==> config.mk <==
export PLATFORM = sky130hd
export DESIGN_NAME = stm_ctrl
export DESIGN_NICKNAME = d
export VERILOG_FILES = /design/src/design/stm_pkg.sv /design/src/design/stm_qdec.sv /design/src/design/stm_ctrl.sv
export SDC_FILE = /design/constraint.sdc
export NUM_CORES = 1
export LEC_CHECK = 0
export ABC_AREA = 1
export BUFFER_PORTS_ARGS = -buffer_cell sky130_fd_sc_hd__buf_2
export CORE_MARGIN = 8
export CORE_UTILIZATION = 25
export CTS_CLUSTER_DIAMETER = 200
export CTS_CLUSTER_SIZE = 12
export DETAILED_ROUTE_END_ITERATION = 8
export GPL_ROUTABILITY_DRIVEN = 0
export GPL_TIMING_DRIVEN = 0
export SLEW_MARGIN = 20
export SYNTH_ARGS = -nofsm -noshare
export SYNTH_HDL_FRONTEND = slang
export SYNTH_HIERARCHICAL = 1
export SYNTH_SLANG_ARGS = --single-unit
==> constraint.sdc <==
create_clock -name clk -period 4.45 [get_ports clk]
set_input_delay 0.89 -clock clk [delete_from_list [all_inputs] [get_ports clk]]
set_output_delay 0.89 -clock clk [all_outputs]
set_load 0.1 [all_outputs]
==> src/design/stm_pkg.sv <==
`timescale 1ns / 1ps
// ----------------------------------------------------------------------------
// stm_pkg
// Shared types, field widths, request and status codes for the sparse table
// range maximum block.
// ----------------------------------------------------------------------------
package stm_pkg;

  localparam int MAX_ELEMENTS_DEF = 1024;
  localparam int LEVELS_DEF       = 11;
  localparam int DATA_WIDTH_DEF   = 32;

  localparam int REQ_W    = 2;
  localparam int VALUE_W  = 32;
  localparam int RANGE_W  = 10;
  localparam int STATUS_W = 2;

  localparam logic [REQ_W-1:0] REQ_CLEAR  = 2'd0;
  localparam logic [REQ_W-1:0] REQ_APPEND = 2'd1;
  localparam logic [REQ_W-1:0] REQ_QUERY  = 2'd2;

  localparam logic [STATUS_W-1:0] ST_OK    = 2'd0;
  localparam logic [STATUS_W-1:0] ST_EMPTY = 2'd1;
  localparam logic [STATUS_W-1:0] ST_RANGE = 2'd2;
  localparam logic [STATUS_W-1:0] ST_FULL  = 2'd3;

  typedef struct packed {
    logic [REQ_W-1:0]          req_type;
    logic signed [VALUE_W-1:0] value;
    logic [RANGE_W-1:0]        range_begin;
    logic [RANGE_W-1:0]        range_end;
  } req_t;

  typedef struct packed {
    logic signed [VALUE_W-1:0] max_value;
    logic [STATUS_W-1:0]       status;
  } rsp_t;

endpackage

==> src/design/stm_qdec.sv <==
`timescale 1ns / 1ps
// ----------------------------------------------------------------------------
// stm_qdec
// Query decode: range checks, window level and the two window start indexes.
// ----------------------------------------------------------------------------
module stm_qdec import stm_pkg::*; #(
  parameter int MAX_ELEMENTS = MAX_ELEMENTS_DEF,
  parameter int LEVELS       = LEVELS_DEF,
  localparam int IDX_W = $clog2(MAX_ELEMENTS),
  localparam int CNT_W = $clog2(MAX_ELEMENTS + 1),
  localparam int LVL_W = $clog2(LEVELS)
) (
  input  logic [RANGE_W-1:0]  range_begin,
  input  logic [RANGE_W-1:0]  range_end,
  input  logic [CNT_W-1:0]    count,
  output logic [STATUS_W-1:0] q_status,
  output logic [LVL_W-1:0]    q_lvl,
  output logic [IDX_W-1:0]    q_first,
  output logic [IDX_W-1:0]    q_second
);

  localparam int LEN_W = RANGE_W + 1;
  localparam int LG_W  = $clog2(LEN_W);
  localparam int CW    = (RANGE_W > CNT_W) ? RANGE_W : CNT_W;

  logic [LEN_W-1:0] len;
  logic [LG_W-1:0]  lg;
  logic [LEN_W-1:0] pow;
  logic [LEN_W-1:0] second;

  assign len = LEN_W'(range_end) - LEN_W'(range_begin) + LEN_W'(1);

  // floor log2 of the range length
  always_comb begin
    lg = '0;
    for (int i = 0; i < LEN_W; i++) begin
      if (len[i]) begin
        lg = LG_W'(i);
      end
    end
  end

  always_comb begin
    if (int'(lg) > LEVELS - 1) begin
      q_lvl = LVL_W'(LEVELS - 1);
    end else begin
      q_lvl = LVL_W'(lg);
    end
  end

  assign pow      = LEN_W'(1) << q_lvl;
  assign second   = LEN_W'(range_end) + LEN_W'(1) - pow;
  assign q_first  = IDX_W'(range_begin);
  assign q_second = IDX_W'(second);

  always_comb begin
    if (range_begin > range_end) begin
      q_status = ST_EMPTY;
    end else if (CW'(range_end) >= CW'(count)) begin
      q_status = ST_RANGE;
    end else begin
      q_status = ST_OK;
    end
  end

endmodule

==> src/design/stm_ctrl.sv <==
`timescale 1ns / 1ps
// ----------------------------------------------------------------------------
// stm_ctrl
// Request sequencer: holds the fill count, walks the window levels of an
// append through the table memory and runs the two reads of a query.
// ----------------------------------------------------------------------------
module stm_ctrl import stm_pkg::*; #(
  parameter int MAX_ELEMENTS = MAX_ELEMENTS_DEF,
  parameter int LEVELS       = LEVELS_DEF,
  parameter int DATA_WIDTH   = DATA_WIDTH_DEF,
  localparam int IDX_W  = $clog2(MAX_ELEMENTS),
  localparam int LVL_W  = $clog2(LEVELS),
  localparam int ADDR_W = LVL_W + IDX_W
) (
  input  logic                  clk,
  input  logic                  rst_n,
  input  logic                  start,
  output logic                  busy,
  input  req_t                  in_data,
  output logic                  out_valid,
  output rsp_t                  out_data,
  output logic                  wr_en,
  output logic [ADDR_W-1:0]     wr_addr,
  output logic [DATA_WIDTH-1:0] wr_data,
  output logic                  rd_en,
  output logic [ADDR_W-1:0]     rd_addr,
  input  logic [DATA_WIDTH-1:0] rd_data
);

  localparam int CNT_W = $clog2(MAX_ELEMENTS + 1);
  localparam int SW    = ((CNT_W > LEVELS) ? CNT_W : LEVELS) + 1;

  typedef enum logic [2:0] {
    S_IDLE,
    S_EXEC,
    S_APPEND,
    S_QRD2,
    S_QMAX
  } state_t;

  state_t                        state_r, state_nxt;
  req_t                          req_r, req_nxt;
  logic [CNT_W-1:0]              count_r, count_nxt;
  logic [IDX_W-1:0]              idx_r, idx_nxt;
  logic [LVL_W-1:0]              k_r, k_nxt;
  logic signed [DATA_WIDTH-1:0]  cur_r, cur_nxt;
  logic [IDX_W-1:0]              sec_r, sec_nxt;
  logic [LVL_W-1:0]              qlvl_r, qlvl_nxt;
  logic                          out_valid_r, out_valid_nxt;
  rsp_t                          out_data_r, out_data_nxt;

  logic [STATUS_W-1:0]           q_status;
  logic [LVL_W-1:0]              q_lvl;
  logic [IDX_W-1:0]              q_first;
  logic [IDX_W-1:0]              q_second;

  logic signed [DATA_WIDTH-1:0]  value_w;
  logic signed [DATA_WIDTH-1:0]  rd_s;
  logic signed [DATA_WIDTH-1:0]  mx;
  logic [SW-1:0]                 np1;
  logic [LVL_W:0]                kn;
  logic [SW-1:0]                 pow_k;
  logic [SW-1:0]                 pow_kn;

  stm_qdec #(
    .MAX_ELEMENTS (MAX_ELEMENTS),
    .LEVELS       (LEVELS)
  ) u_qdec (
    .range_begin (req_r.range_begin),
    .range_end   (req_r.range_end),
    .count       (count_r),
    .q_status    (q_status),
    .q_lvl       (q_lvl),
    .q_first     (q_first),
    .q_second    (q_second)
  );

  assign value_w = DATA_WIDTH'(req_r.value);
  assign rd_s    = $signed(rd_data);
  assign mx      = (rd_s > cur_r) ? rd_s : cur_r;
  assign np1     = SW'(idx_r) + SW'(1);
  assign kn      = (LVL_W + 1)'(k_r) + (LVL_W + 1)'(1);
  assign pow_k   = SW'(1) << k_r;
  assign pow_kn  = SW'(1) << kn;

  always_comb begin
    state_nxt     = state_r;
    req_nxt       = req_r;
    count_nxt     = count_r;
    idx_nxt       = idx_r;
    k_nxt         = k_r;
    cur_nxt       = cur_r;
    sec_nxt       = sec_r;
    qlvl_nxt      = qlvl_r;
    out_valid_nxt = 1'b0;
    out_data_nxt  = out_data_r;
    wr_en         = 1'b0;
    wr_addr       = '0;
    wr_data       = '0;
    rd_en         = 1'b0;
    rd_addr       = '0;

    case (state_r)
      S_IDLE: begin
        if (start) begin
          req_nxt   = in_data;
          state_nxt = S_EXEC;
        end
      end

      S_EXEC: begin
        out_data_nxt.max_value = '0;
        out_data_nxt.status    = ST_OK;
        state_nxt              = S_IDLE;
        out_valid_nxt          = 1'b1;
        case (req_r.req_type)
          REQ_CLEAR: begin
            count_nxt = '0;
          end
          REQ_APPEND: begin
            if (count_r == CNT_W'(MAX_ELEMENTS)) begin
              out_data_nxt.status = ST_FULL;
            end else begin
              wr_en     = 1'b1;
              wr_addr   = {LVL_W'(0), IDX_W'(count_r)};
              wr_data   = value_w;
              cur_nxt   = value_w;
              idx_nxt   = IDX_W'(count_r);
              count_nxt = count_r + CNT_W'(1);
              // level one window ending here starts one element back
              if (count_r != '0) begin
                rd_en         = 1'b1;
                rd_addr       = {LVL_W'(0), IDX_W'(count_r - CNT_W'(1))};
                k_nxt         = LVL_W'(1);
                state_nxt     = S_APPEND;
                out_valid_nxt = 1'b0;
              end
            end
          end
          REQ_QUERY: begin
            if (q_status != ST_OK) begin
              out_data_nxt.status = q_status;
            end else begin
              rd_en         = 1'b1;
              rd_addr       = {q_lvl, q_first};
              sec_nxt       = q_second;
              qlvl_nxt      = q_lvl;
              state_nxt     = S_QRD2;
              out_valid_nxt = 1'b0;
            end
          end
          default: begin
          end
        endcase
      end

      // rd_data is the left half of the level k window, cur_r the right half
      S_APPEND: begin
        wr_en   = 1'b1;
        wr_addr = {k_r, IDX_W'(np1 - pow_k)};
        wr_data = mx;
        cur_nxt = mx;
        if ((int'(kn) < LEVELS) && (pow_kn <= np1)) begin
          rd_en   = 1'b1;
          rd_addr = {k_r, IDX_W'(np1 - pow_kn)};
          k_nxt   = LVL_W'(kn);
        end else begin
          out_data_nxt.max_value = '0;
          out_data_nxt.status    = ST_OK;
          out_valid_nxt          = 1'b1;
          state_nxt              = S_IDLE;
        end
      end

      S_QRD2: begin
        rd_en     = 1'b1;
        rd_addr   = {qlvl_r, sec_r};
        cur_nxt   = rd_s;
        state_nxt = S_QMAX;
      end

      S_QMAX: begin
        out_data_nxt.max_value = VALUE_W'(mx);
        out_data_nxt.status    = ST_OK;
        out_valid_nxt          = 1'b1;
        state_nxt              = S_IDLE;
      end

      default: begin
        state_nxt = S_IDLE;
      end
    endcase
  end

  always_ff @(posedge clk) begin
    if (!rst_n) begin
      state_r     <= S_IDLE;
      count_r     <= '0;
      out_valid_r <= 1'b0;
    end else begin
      state_r     <= state_nxt;
      count_r     <= count_nxt;
      out_valid_r <= out_valid_nxt;
    end
    req_r      <= req_nxt;
    idx_r      <= idx_nxt;
    k_r        <= k_nxt;
    cur_r      <= cur_nxt;
    sec_r      <= sec_nxt;
    qlvl_r     <= qlvl_nxt;
    out_data_r <= out_data_nxt;
  end

  assign busy      = (state_r != S_IDLE);
  assign out_valid = out_valid_r;
  assign out_data  = out_data_r;

endmodule

Word level (Yosys, flattened, before mapping):

Cells that the tools add are included.

* register bits after elaboration: 163
* output and inout port bits: 98
* logic and storage cells: 130

* add/sub/neg operators: 10
* order comparisons: 6
* eq/ne operators: 14
* shifts and indexed selects: 3
* multiplexer cells: 63
* bitwise operators: 2
* reductions and logical operators: 18

Operator list (count)
* $mux W32: 5
* $pmux W34 S3: 1
* $pmux W32 S3: 1
* $pmux W32 S2: 1
* $pmux W14 S2: 2
* $pmux W14 S3: 1
* $mux W10: 4
* $mux W34: 1
* $gt A32 B32 Y1: 1
* $mux W4: 8
* $sub A10 B10 Y10: 3
* $mux W14: 2
* $add A11 B1 Y11 const B: 2
* $pmux W11 S2: 1
* $shl A1 B4 Y10 const A: 2
* $mux W2: 9
* $mux W3: 6
* $le A12 B11 Y1: 1
* $ne A2 B2 Y1 const B: 6
* $pmux W3 S4: 1
* $reduce_and A3 Y1: 4
* $shl A1 B5 Y12 const A: 1
* $add A10 B1 Y11 const B: 1
* $eq A11 B11 Y1 const B: 1
* 29 further kinds: 51

Depth between registers and ports, before layout:

* word-level depth: 17
* gate-level depth with buffers: 30

By module:

The synthesis kept the hierarchy.

Modules (own cells, without submodules)
* stm_ctrl: instances 1, cells each 1211, area an instance 10641.5 um^2
* stm_qdec: instances 1, cells each 301, area an instance 1980.6 um^2

Worst setup path before layout:

No wires, ideal clock.

* path type: flip-flop to output port
* start point: register k_r[0]
* end point: output port rd_addr[9]
* arrival time: 4452 ps
* data required time: 3560 ps
* slack: -892 ps
* stages on the path, launching flop included: 15
* path buffers: 1
* path through: edfxtp_1 -> ha_1 -> ha_1 -> buf_2 -> nor3_1 -> inv_1 -> ha_1 -> a21oi_1 -> o21a_1 -> nor2_1 -> nor2_1 -> nand2_1 -> nand2_1 -> nand3_1 -> o21ai_0

* cells in the longest elaborated chain, start to end: 6

RTL lines
* start, declared: line stm_ctrl.sv:45 `logic [LVL_W-1:0] k_r, k_nxt;`
* start signal, assigned: line stm_ctrl.sv:207 `k_r <= k_nxt;`
* $add A4 B1 Y5 *: line stm_ctrl.sv:82 `assign kn = (LVL_W + 1)'(k_r) + (LVL_W + 1)'(1);`
* $shl A1 B5 Y12: line stm_ctrl.sv:84 `assign pow_kn = SW'(1) << kn;`
* $le A12 B11 Y1: line stm_ctrl.sv:163 `if ((int'(kn) < LEVELS) && (pow_kn <= np1)) begin`
* $logic_and A1 B1 Y1: line stm_ctrl.sv:163
* $mux W14 *: line stm_ctrl.sv:163
* $pmux W14 S3 *: line stm_ctrl.sv:103 `case (state_r)`
* end, declared: line stm_ctrl.sv:26 `output logic [ADDR_W-1:0] rd_addr,`

Every way passes the cells marked *; elsewhere a longest branch is shown, timed or not.

Final worst setup path:

* start point: register k_r[0]
* end point: output port rd_addr[5]

The elaborated chain is that of the path after synthesis.

==> flow_summary.toml <==
[status]
status = "finished clean"

[logic_synthesis]
synth.most_common_cell = "nand2_1"
yosysTopAreaCell = "edfxtp_1"
ys.flop_type = "edfxtp_1"
netlist_area_sq_um = 12620
synth_common_cells = "nand2_1, inv_1, edfxtp_1"
ys_top_cells_by_area = "edfxtp_1, ha_1, nand2_1"
yosysTopAreaCellShare = 0.3521
async_flop_share = 0
postSynthCellCount = 1512
synth_edf_count = 148
synth_nets = 1735
synth-seq-cells = 163
synth_area_per_cell_sq_um = 8.348
ys_warn_count = 6
yosysUniqueCellTypes = 53
synth-seq-area-share = 0.3759

[sta]
period_minus_slack_ps = 4367
rsz0062_at_grt = "yes"
setup_viol_count_final = 0
worst_hold_slack_ps = 464.1
fmax_mhz = 229.0
worstMarginPinSlew_ps = 1013
drv_slew = 0
finalSetupTns_ps = 0
slew_headroom = 0.3243
fin_skew_ps = 12.20
finalCritPeriodShare = 0.9814
finalHoldViolCount = 0

[detailed_routing]
avgRoutedWirePerCell_um = 17.39
topRoutingLayerUsed = "met5"
ant_nets = 0
vias_per_cell = 4.598
wl_met3_mm = 2.883
drt_first_pass_iters = 5
drt_wl_total_mm = 42.71
vias = 11293
drc = 0
drt-initial-drc-count = 682
met1_length_mm = 17.93
met2_length_mm = 20.37

[global_routing]
antenna_found_initial = 10
grt_pass1_vias = 10921
grt_max_degree = 27
grt_pass1_wl_mm = 62.66
overflow = 0
grt_usage = 0.1404

[finish]
layout-drive-gt1-share = 0.2925
fillers = 5207
final_cells = 2456
syn2layout_area_growth_pct = 27.59
multi_input_area_sq_um = 7025
seqCellArea_sq_um = 4745
fin_area_sq_um = 16100
num-nets-final = 1988

[power]
internal_power_mw = 3.083
totalPowerFinal_mw = 4.837
leakage_nw = 7.755
vdd_drop_max_mv = 0.1945
seq_power_share = 0.376
powerDensity_nw_per_um2 = 300.3
clkPwrFrac = 0.323
power_frac_comb = 0.301
p_sw_mw = 1.754
p_sw_frac = 0.3626

[die]
die-area_sq_um = 57930
die_x_um = 240.7
rows = 82
core_area_sq_um = 49970
start_util = 0.2526
die_h_um = 240.7
io_pins = 187

[worst_setup_path]
path_max_fanout = 6
r2r_end = "sec_r[9]"
cp.required_ps = 3560
end_kind = "output port"
path_cells = "ha_2 -> nand3_1 -> inv_1 -> nor2_4 -> inv_2 -> nor3_4 -> inv_1 -> ha_4 -> a21oi_1 -> o21a_1 -> nor2_1 -> nor2_1 -> nand2_1 -> nand2_2 -> nand3_4 -> buf_12 -> o21bai_2 -> buf_12"
slowest_stage = "edfxtp_1"
r2r_slack_ps = 240
r2r_cells = 28
cp_data_arrival_time_ps = 3480
reg2reg_from = "req_r[11]"
start_kind = "flop"
cpPeakStageDelay_ps = 430
crit_start = "k_r[0]"
endpoint = "rd_addr[5]"
crit_type = "flop to output port"

[clocking]
cts_made_buffers = 17
clock_latency_ps = 450
htree_levels = 4
cts_root_buf = "clkbuf_16"
cts_tree = "built"
path_clk_slew_ps = 70
clock_sinks = 163
cts_max_path_buffers = 2

[placed_design]
placed_cell_area_sq_um = 14500
place_inst = 2374
portBuffers = 186
hpwl_mm = 33.38

[flow_run]
max-cap-violations = 0

[worst_hold_path]
worstHoldStart = "count_r[4]"
min_path_cells = 0
hold_path.class = "flop to flop"
timing repair:
item                                    in CTS  in global routing
resized for setup                           80                 78
setup buffers                               18                 24
cloned                                       1                  1
pin swaps                                    4                 21
hold buffers                                 0                  0
endpoints found under the setup margin      19                 24
cell type report:
type                    instances  area share
multi-input cells            1035      0.4363
flip-flops and latches        163      0.2946
repair buffers                234     0.09626
inverters                     269     0.06317
well taps                     672     0.05221
clock buffers                  18     0.02665
plain buffers                  45     0.01942
clock inverters                14     0.01049
diodes                          6   0.0009323
through the flow:
stage	setup slack, ps	util
after floorplan	-380.3	-
after global placement	-1069	0.2882
after detailed placement	-332.9	0.2903
after CTS	0.5722	0.3111
after global routing	-97.08	0.3222
final	82.86	0.3223
cells in the final DEF (no fill, tap or decap), types with 5 or more instances in the layout:
master / n
nor2_2: 39
clkbuf_1: 16
inv_2: 20
ha_4: 13
o21ai_0: 51
nand4_1: 44
buf_12: 14
o21ai_1: 6
nand3_2: 36
buf_6: 10
edfxtp_1: 148
clkbuf_16: 18
ha_1: 110
inv_6: 5
nand2_4: 35
inv_1: 246
buf_2: 180
nand3b_1: 5
nand2_2: 25
a22oi_1: 8
nand3_1: 61
xnor2_1: 9
nor2_4: 8
o211ai_1: 7
nor2_1: 64
o22ai_1: 9
diode_2: 6
xor2_1: 21
a21oi_1: 63
ha_2: 7
nand2_1: 339
nor3_4: 6
nor3_1: 9
dfxtp_1: 15
buf_4: 55
routing by layer:
layer  GRT usage  up-vias
met5           0        -
met4     0.05827       10
met3     0.03208       88
met2      0.2313      375
met1      0.1758     5333
li1            -     5487
critical path: cells and delay by family, from the launching register on:
kind / cells / cell delay (ps)
flops: 1 / 430
compound gates: 3 / 540
fa+ha+maj: 2 / 470
buf+inv: 5 / 720
simple gates: 8 / 870
worst min path at each step:
| stage | endpoint | slack [ps] |
|---|---|---|
| 2_1_floorplan | idx_r[4] | 420 |
| 3_3_place_gp | idx_r[4] | 450 |
| 3_5_place_dp | idx_r[4] | 450 |
| 4_1_cts | idx_r[4] | 470 |
| 5_1_grt | idx_r[4] | 500 |
| 6_report | idx_r[4] | 460 |
power groups by stage:
stage	Combinational, mW	Clock, mW	Sequential [mW]
floorplan	0.858	0	2.00
global placement	1.29	0	1.86
detailed placement	1.33	0	1.86
CTS	1.37	1.59	1.82
global route	1.59	1.64	1.82
finish	1.46	1.56	1.82
state kept, by name (all words and copies together) (netlist names):
signal     flops
count_r       11
cur_r         32
state_r        3
value_w       32
out_data      34
out_valid      1
sec_r         10
k_r            4
qlvl_r         4
req_r         22
idx_r         10
kinds of logic (layout without fill, tap and decap cells):
family,after synthesis,after routing,synth area share
and+or+nand+nor,689,689,0.2821
buffers and inverters,314,580,0.1026
AOI/OAI and AO/OA,180,180,0.08198
DFF,163,163,0.3759
adders and majority gates,134,134,0.1352
xor gates and xnor gates,32,32,0.02220
other,0,6,0
Note: power is estimated with default switching activity, not from simulation.
